## src/rtl/amtb_fifo.sv

```systemverilog
module amtb_fifo #(
  parameter int WIDTH = 8,
  parameter int DEPTH = 4
) (
  input  logic             clk,
  input  logic             rst_n,
  input  logic             push,
  input  logic [WIDTH-1:0] wdata,
  output logic             full,
  input  logic             pop,
  output logic [WIDTH-1:0] rdata,
  output logic             empty
);

  localparam int PW = $clog2(DEPTH);
  localparam int CW = $clog2(DEPTH + 1);

  logic [WIDTH-1:0] mem_r [DEPTH];
  logic [PW-1:0]    wptr_r, wptr_nxt;
  logic [PW-1:0]    rptr_r, rptr_nxt;
  logic [CW-1:0]    cnt_r, cnt_nxt;
  logic             do_push, do_pop;

  assign full    = (cnt_r == CW'(DEPTH));
  assign empty   = (cnt_r == '0);
  assign rdata   = mem_r[rptr_r];
  assign do_push = push && !full;
  assign do_pop  = pop && !empty;

  always_comb begin
    wptr_nxt = wptr_r;
    rptr_nxt = rptr_r;
    cnt_nxt  = cnt_r;
    if (do_push) begin
      wptr_nxt = (wptr_r == PW'(DEPTH - 1)) ? '0 : wptr_r + 1'b1;
    end
    if (do_pop) begin
      rptr_nxt = (rptr_r == PW'(DEPTH - 1)) ? '0 : rptr_r + 1'b1;
    end
    if (do_push && !do_pop) begin
      cnt_nxt = cnt_r + 1'b1;
    end else if (do_pop && !do_push) begin
      cnt_nxt = cnt_r - 1'b1;
    end
  end

  always_ff @(posedge clk) begin
    if (!rst_n) begin
      wptr_r <= '0;
      rptr_r <= '0;
      cnt_r  <= '0;
    end else begin
      wptr_r <= wptr_nxt;
      rptr_r <= rptr_nxt;
      cnt_r  <= cnt_nxt;
    end
    if (do_push) begin
      mem_r[wptr_r] <= wdata;
    end
  end

endmodule

```

## config.mk

```make
export PLATFORM = sky130hd
export DESIGN_NAME = amtb_fifo
export DESIGN_NICKNAME = d
export VERILOG_FILES = /design/src/rtl/amtb_fifo.sv
export SDC_FILE = /design/constraint.sdc
export NUM_CORES = 1
export LEC_CHECK = 0
export BUFFER_PORTS_ARGS = -buffer_cell sky130_fd_sc_hd__buf_4
export CAP_MARGIN = 15
export CORE_AREA = 2 2 61 63
export DETAILED_ROUTE_END_ITERATION = 6
export DIE_AREA = 0 0 63 65
export GPL_TIMING_DRIVEN = 0
export MAX_ROUTING_LAYER = met4
export PLACE_DENSITY = 0.68
export SLEW_MARGIN = 20
export SYNTH_ARGS = -nofsm -noshare
export SYNTH_HDL_FRONTEND = slang
export SYNTH_SLANG_ARGS = --single-unit
export TNS_END_PERCENT = 20
```

## constraint.sdc

```tcl
create_clock -name clk -period 4.9 [get_ports clk]
set_input_delay 0.49 -clock clk [delete_from_list [all_inputs] [get_ports clk]]
set_output_delay 0.49 -clock clk [all_outputs]
set_load 0.01 [all_outputs]
```

==> metrics.csv <==
metric,value,unit
Hold Worst Slack,344,ps
number of synthesized flops with an enable pin,32,
1st-pass router iterations,5,
final antenna-violating net count,0,
crit path from,cnt_r[0],
Inserted Diodes,0,
largest net degree at the start of global routing,13,
root buf cell,clkbuf_4,
share of Yosys cell area claimed by the top area cell type,0.589,
syn avg cell area,17.5,um2
final setup fails,0,
die area,4100,um2
Hold EP,mem_r[2][7],
worst-case headroom to the max-slew limit,0.606,
leading area contributor after synthesis,edfxtp_1,
RD Place Congestion,0.678,
synthesized instance count,93,
vias per std cell,5.00,
Worst Setup End Kind,register,
core area,3500,um2
Clock Latency Late Sink,340,ps
capturing point of the worst reg2reg path,cnt_r[2],
Die X,63,um
CTS Buf Count,5,
Mapped Area,1630,um2
initial antenna violation count,0,
crit path DAT,2650,ps
Synth top cells by count,"edfxtp_1 (32), dfxtp_1 (9), mux4_2 (8)",
CTS tree,done,
Synth Register Bits,41,
All-Layer GR Usage,0.150,
# IOs,22,
Leak,0.693,nW
minimum clock period,2380,ps
clock transition at the registers of the reported paths,110,ps
Layout Skew,9.66,ps
Post-DP HPWL,1690,um
syn nets,112,
worst reg2reg path startpoint,cnt_r[0],
Max Freq,0.420,GHz
layout cells sized above 1,0.320,
yosys warns,0,
final cell count without fillers,170,
CTS Sinks,41,
worst setup margin,2520,ps
unrepaired setup endpoints after global routing,no,
"Hold-fix buffers, CTS",0,
Post-CTS Resized,0,
Congestion Overflow GR,0,
dominant synthesized flop cell,edfxtp_1,
Worst EP required,5170,ps
critical hold path startpoint,wdata[7],
critical path class,register to register,
Max clock buf depth,2,
PD cells,462,nW/um2
crit path max fanout,5,
Synth area leaders,"edfxtp_1 (59%), dfxtp_1 (11%), mux4_2 (11%)",
Setup crit start kind,register,
H-tree depth,2,
Final period util,0.486,
routed len/inst,14.4,um
max-slew violations,0,
vias in the first global route,917,
fin area,1900,um2
"Hold Vio Cnt, Final",0,
Setup TNS Final,0,ps
hold depth,1,
synthesis-to-finish area growth,16.5,%
placed insts,162,
Rows,22,
first-pass GRT wire length,4310,um
Yosys cell types,23,
most common cell in the synthesized netlist,edfxtp_1,
status,"complete, no violations",
post-CTS setup buffers,0,
vias after detailed routing,850,
"Cell Area, Placed",1850,um2
max-cap check violation count,0,
Layout Nets,140,
Synth async-reset ratio,0,
Starting Density,0.466,
Port-buffer cells,21,
Die H,65,um
r2r setup slk,2520,ps
# DRC,0,
Worst VDD drop,0.241,mV
post-place setup slack,2550,ps
Min-Delay Path Class,input port to register,
register area share after synthesis,0.700,
Initial DRC Count,18,
Worst Max-Slew Pin Slew,586,ps
final WL,2460,um
Register-to-Register Path Depth,7,
-- placed cells by master (no fill, tap or decap) --
cell,count
and2_1,5
xnor2_1,1
dfxtp_1,9
nand2_1,6
buf_2,2
buf_4,21
clkbuf_4,5
clkinv_2,2
a21boi_0,1
xor2_1,1
fa_1,1
inv_1,3
mux2i_1,3
buf_1,1
o31ai_1,1
o21ai_0,3
ha_1,6
nor2b_1,2
nor3_1,1
nor3b_2,1
nor2_1,2
edfxtp_1,32
nand3_1,2
clkbuf_1,2
or3_1,1
mux4_2,8
-- metrics by stage --
step | total power [mW] | utilization
5_1_grt | 0.939 | 0.543
3_5_place_dp | 0.735 | 0.529
2_1_floorplan | 0.633 | -
3_3_place_gp | 0.724 | 0.529
4_1_cts | 0.892 | 0.543
6_report | 0.877 | 0.543
-- sequential cells by signal (all words and copies together), names as in the netlist, named ones only --
name,flops
rptr_r,2
wptr_r,2
mem_r,32
cnt_r,3
-- layer usage --
metal	GRT usage	routed length, um	part of all wire
met4	0.0667	61	0.025
met3	0.0486	109	0.044
met1	0.169	1030	0.42
met5	-	0	0
met2	0.246	1250	0.51
-- worst max-delay path, cell delays in order, from the launching register on --
cell and delay (ps):
dfxtp_1 390, o31ai_1 550, ha_1 290, inv_1 60
fa_1 380, xor2_1 170, or3_1 320, a21boi_0 170
-- power breakdown --
group | internal (mW) | switching [mW] | leakage, nW | total, mW
Clock | 0.0547 | 0.100 | 0.0320 | 0.155
Sequential | 0.428 | 0.0266 | 0.367 | 0.454
Combinational | 0.143 | 0.125 | 0.294 | 0.268
-- logic make-up after synthesis --
| family | synth area share |
|---|---|
| AO/OA/AOI/OAI | 0.0184 |
| XOR/XNOR | 0.0107 |
| adder cells (fa/ha/maj) | 0.0583 |
| buffers and inverters | 0.0176 |
| flip-flops | 0.700 |
| multiplexers | 0.129 |
| AND/OR/NAND/NOR | 0.0660 |
-- area by class of cell --
class / count / area (um2)
fill: 288 / 1600
sequential: 41 / 1140
multi-input combinational: 45 / 460
timing repair buffer: 21 / 158
tap: 48 / 60.1
clock buffer: 6 / 41.3
buffer: 4 / 17.5
inverter: 3 / 11.3
clock inverter: 2 / 10.0
-- how the worst max path moves through the flow --
| stage | endpoint | slack [ps] | cells after the start |
|---|---|---|---|
| after floorplan | cnt_r[2] | 2810 | 7 |
| after global placement | cnt_r[2] | 2630 | 7 |
| after detailed placement | cnt_r[2] | 2550 | 7 |
| after CTS | cnt_r[2] | 2500 | 7 |
| after global routing | cnt_r[2] | 2310 | 7 |
| final | cnt_r[2] | 2520 | 7 |
No activity file was read; power rests on OpenSTA's default activity.
