### config.mk
export PLATFORM = sky130hd
export DESIGN_NAME = amtb_front
export DESIGN_NICKNAME = d
export VERILOG_FILES = /design/src/rtl/amtb_pkg.sv /design/src/rtl/amtb_front.sv
export SDC_FILE = /design/constraint.sdc
export NUM_CORES = 1
export LEC_CHECK = 0
export BUFFER_PORTS_ARGS = -buffer_cell sky130_fd_sc_hd__buf_2
export CORE_ASPECT_RATIO = 0.75
export CORE_MARGIN = 2
export CORE_UTILIZATION = 51
export DETAILED_ROUTE_END_ITERATION = 10
export PLACE_DENSITY = 0.73
export SYNTH_ARGS = -nofsm -noshare
export SYNTH_HDL_FRONTEND = slang
export SYNTH_SLANG_ARGS = --single-unit
### constraint.sdc
create_clock -name clk -period 10.9 [get_ports clk]
set_input_delay 1.635 -clock clk [delete_from_list [all_inputs] [get_ports clk]]
set_output_delay 1.635 -clock clk [all_outputs]
set_load 0.03 [all_outputs]
### src/rtl/amtb_pkg.sv
package amtb_pkg;

  localparam int CRD_W  = 12;
  localparam int SIZE_W = 13;
  localparam int SLOT_W = 4;

  localparam logic [10:0] WIDTH_RST  = 11'd640;
  localparam logic [10:0] HEIGHT_RST = 11'd480;
  localparam logic [7:0]  OFFSET_RST = 8'd15;

  localparam logic [7:0] GRAY_R_COEF = 8'd77;
  localparam logic [7:0] GRAY_G_COEF = 8'd150;
  localparam logic [7:0] GRAY_B_COEF = 8'd29;

  typedef enum logic [1:0] {
    REG_IMAGE_WIDTH      = 2'd0,
    REG_IMAGE_HEIGHT     = 2'd1,
    REG_THRESHOLD_OFFSET = 2'd2
  } cfg_reg_t;

  typedef struct packed {
    logic [7:0] red;
    logic [7:0] green;
    logic [7:0] blue;
  } pixel_t;

  typedef struct packed {
    logic       is_white;
    logic [9:0] out_x;
    logic [9:0] out_y;
    logic       last_of_run;
  } result_t;

  typedef struct packed {
    logic [7:0]        gray;
    logic [CRD_W-1:0]  col;
    logic [CRD_W-1:0]  row;
    logic [SLOT_W-1:0] slot;
    logic              col_last;
    logic              row_last;
  } job_t;

endpackage

### src/rtl/amtb_front.sv
module amtb_front import amtb_pkg::*; #(
  parameter int RADIUS = 7
) (
  input  logic              clk,
  input  logic              rst_n,
  input  logic              accept,
  input  pixel_t            pixel,
  input  logic [SIZE_W-1:0] width,
  input  logic [SIZE_W-1:0] height,
  input  logic              restart,
  output logic              job_push,
  output job_t              job
);

  localparam int WIN = 2 * RADIUS + 1;

  logic [CRD_W-1:0]  col_r, col_nxt;
  logic [CRD_W-1:0]  row_r, row_nxt;
  logic [SLOT_W-1:0] slot_r, slot_nxt;
  logic [15:0]       gray_sum;
  logic              col_last, row_last;

  assign gray_sum = 16'(pixel.red * GRAY_R_COEF) + 16'(pixel.green * GRAY_G_COEF)
                  + 16'(pixel.blue * GRAY_B_COEF);
  assign col_last = ({1'b0, col_r} == width - 1'b1);
  assign row_last = ({1'b0, row_r} == height - 1'b1);

  assign job_push     = accept;
  assign job.gray     = gray_sum[15:8];
  assign job.col      = col_r;
  assign job.row      = row_r;
  assign job.slot     = slot_r;
  assign job.col_last = col_last;
  assign job.row_last = row_last;

  always_comb begin
    col_nxt  = col_r;
    row_nxt  = row_r;
    slot_nxt = slot_r;
    if (restart) begin
      col_nxt  = '0;
      row_nxt  = '0;
      slot_nxt = '0;
    end else if (accept) begin
      if (col_last) begin
        col_nxt = '0;
        if (row_last) begin
          row_nxt  = '0;
          slot_nxt = '0;
        end else begin
          row_nxt  = row_r + 1'b1;
          slot_nxt = (slot_r == SLOT_W'(WIN - 1)) ? '0 : slot_r + 1'b1;
        end
      end else begin
        col_nxt = col_r + 1'b1;
      end
    end
  end

  always_ff @(posedge clk) begin
    if (!rst_n) begin
      col_r  <= '0;
      row_r  <= '0;
      slot_r <= '0;
    end else begin
      col_r  <= col_nxt;
      row_r  <= row_nxt;
      slot_r <= slot_nxt;
    end
  end

endmodule

==> impl_metrics.ini <==
[synth]
syn-num-nets = 832
yosysSeqAreaShare_pct = 10.1
synthDominantCellAreaShare_pct = 19.8
synth_area_leaders = fa_1, ha_1, dfxtp_1
synthMuxAreaShare_pct = 0.540
yosysWarnings = 0
synth_top_cell_by_area = fa_1
synth_cell_types = 68
syn_inst = 635
synth_top_family_by_area = adder cells
synth_compound_area_share_pct = 12.5
ys.flop_type = dfxtp_1
syn-cell-area_sq_um = 5560
synth_edf_count = 0
synth_xor_area_share_pct = 8.67
synthSimpleGateAreaFrac_pct = 20.2
async_flop_share_pct = 0
synth_area_per_cell_sq_um = 8.75
ys_seq_elements = 28
synth_adder_area_share_pct = 39.6

[worst_setup_path]
r2r_start = col_r[5]$_SDFFE_PP0P_
crit_path_end_kind = output pin
cp_cell_sequence = buf_2 > ha_1 > ha_1 > inv_1 > fa_1 > fa_1 > inv_1 > ha_1 > xnor2_1 > fa_1 > fa_1 > inv_1 > fa_1 > inv_1 > fa_1 > ha_1 > nand2_1 > nor2_1 > o21ai_0 > a31oi_1 > nand4_1 > nand4b_1 > xnor2_1 > buf_2
r2r_slack_ns = 7.98
r2r-end = slot_r[2]$_SDFFE_PP0P_
worstRegToRegCells = 7
crit_arrival_ns = 7.76
critPathMaxFanout = 4
critical_path.slowest_cell = fa_1
cpMostUsedCell = fa_1
crit_buf_inv = 6
crit_type = in2out
max_stage_delay_ns = 0.51
cp_top_family = adder cells
required_ns = 9.27
cp-start-kind = primary input

[route]
routed_wl_mm = 12.7
drc = 0
first_iter_violations = 229
ant_nets = 0
num_vias = 4788
wl_per_cell_microns = 15.0
drt_first_pass_iters = 5
routed_via_density = 5.65

[global_route]
grt_max_degree = 19
overflow = 0
grt_pass1_wl_mm = 22.0
track_usage_pct = 22.4
grt_pass1_vias = 4639
antenna_found_initial = 0

[worst_hold_path]
worstHoldStart = slot_r[1]$_SDFFE_PP0P_
min_path_cells = 1
hold_class = reg2reg
whs_endpoint = slot_r[1]$_SDFFE_PP0P_

[floorplanning]
die_x_microns = 125
start_util_pct = 53.2
dieHeight_microns = 94.4
ioPinCount = 93
rows = 32
coreArea_sq_um = 10500
die_area_sq_um = 11800

[outcome]
run_status = finished clean

[clock_network]
cts_resized = 0
hold_buffers = 0
htreeDepth = 1
clk_pin_slew_ns = 0.06
cts_sinks = 28
cts_tree = yes
max-clock-path-buffers = 2
insertion_delay_ns = 0.26
cts-root-buf = clkbuf_16
cts_buffers = 3
post_cts_buffers = 0

[final_layout]
diodes = 0
nNetsFinal = 910
layout_commonest_cell = inv_1
area_growth_pct = 11.3
drive_above_1_share_pct = 16.2
final_cell_mix = inv_1, buf_2, ha_1

[sta]
setup_viol = 0
worst_slew_pin_slew_ns = 0.750
maxSlewHeadroom_pct = 49.5
fin_skew_ns = 0.00508
min_period_ns = 9.40
min_period_over_period_pct = 86.2
hold_viol = 0
rsz0062_at_grt = false
drv_slew = 0
fmax_mhz = 106
setup_tns_ns = 0

[placed_design]
dp_hpwl_mm = 10.9
port_buffers = 92
place.gp.congestion = 0.918

[flow_run]
maxCapViolations = 0
-- state kept, by name, summed over array words and instances, names as in the netlist --
name    cells
slot_r      4
col_r      12
row_r      12
-- stage by stage --
step	utilization, %	std cells	instance area, sq um	worst slack, ns	hold WS, ns
after floorplan	-	635	5560	1.94	0.622
after detailed placement	58.3	844	6090	1.54	0.516
final	59.2	848	6180	1.50	0.529
after global placement	58.3	844	6090	1.59	0.510
after CTS	59.2	848	6180	1.51	0.533
after global routing	59.2	848	6180	1.16	0.552
-- cell usage after synthesis (all sizes together), types with 9 or more instances --
master / count
inv: 99
ha: 88
fa: 55
nor2: 40
xnor2: 33
dfxtp: 28
xor2: 22
nand2: 19
nand3: 19
o21ai: 19
a21oi: 18
nor3: 17
or3: 12
clkbuf: 11
nor4: 10
nand4: 9
o22ai: 9
-- cell families after synthesis --
group	Yosys count
AND/OR/NAND/NOR	190
adder cells (fa/ha/maj)	143
buffers and inverters	118
AO/OA/AOI/OAI	98
XOR/XNOR	55
flip-flops	28
multiplexers	3
-- metal layers --
layer | GRT usage [%] | part of all wire [%] | vias up
li1 | - | - | 2360
met1 | 32.8 | 49 | 2275
met2 | 37.2 | 45 | 142
met3 | 2.55 | 5.2 | 11
met4 | 2.15 | 0.55 | 0
met5 | 0 | 0 | -
-- layout make-up --
type                            count  area, sq um
Clock buffer                        4         88.8
Fill cell                         942         4270
Inverter                           99          372
Multi-Input combinational cell    489         4530
Sequential cell                    28          561
Tap cell                          136          170
Timing Repair Buffer               92          460
-- worst max path at each step --
stage / end / start / depth (start not counted) / slack [ns]
floorplan: job[36] / pixel[12] / 21 / 1.94
global placement: job[36] / pixel[12] / 23 / 1.59
detailed placement: job[36] / pixel[12] / 23 / 1.54
CTS: job[36] / pixel[12] / 23 / 1.51
global route: job[36] / pixel[12] / 23 / 1.16
finish: job[37] / pixel[12] / 24 / 1.50
Power is not shown: default switching activity piles up to over one toggle a cycle in this logic, so the estimate is an artifact.
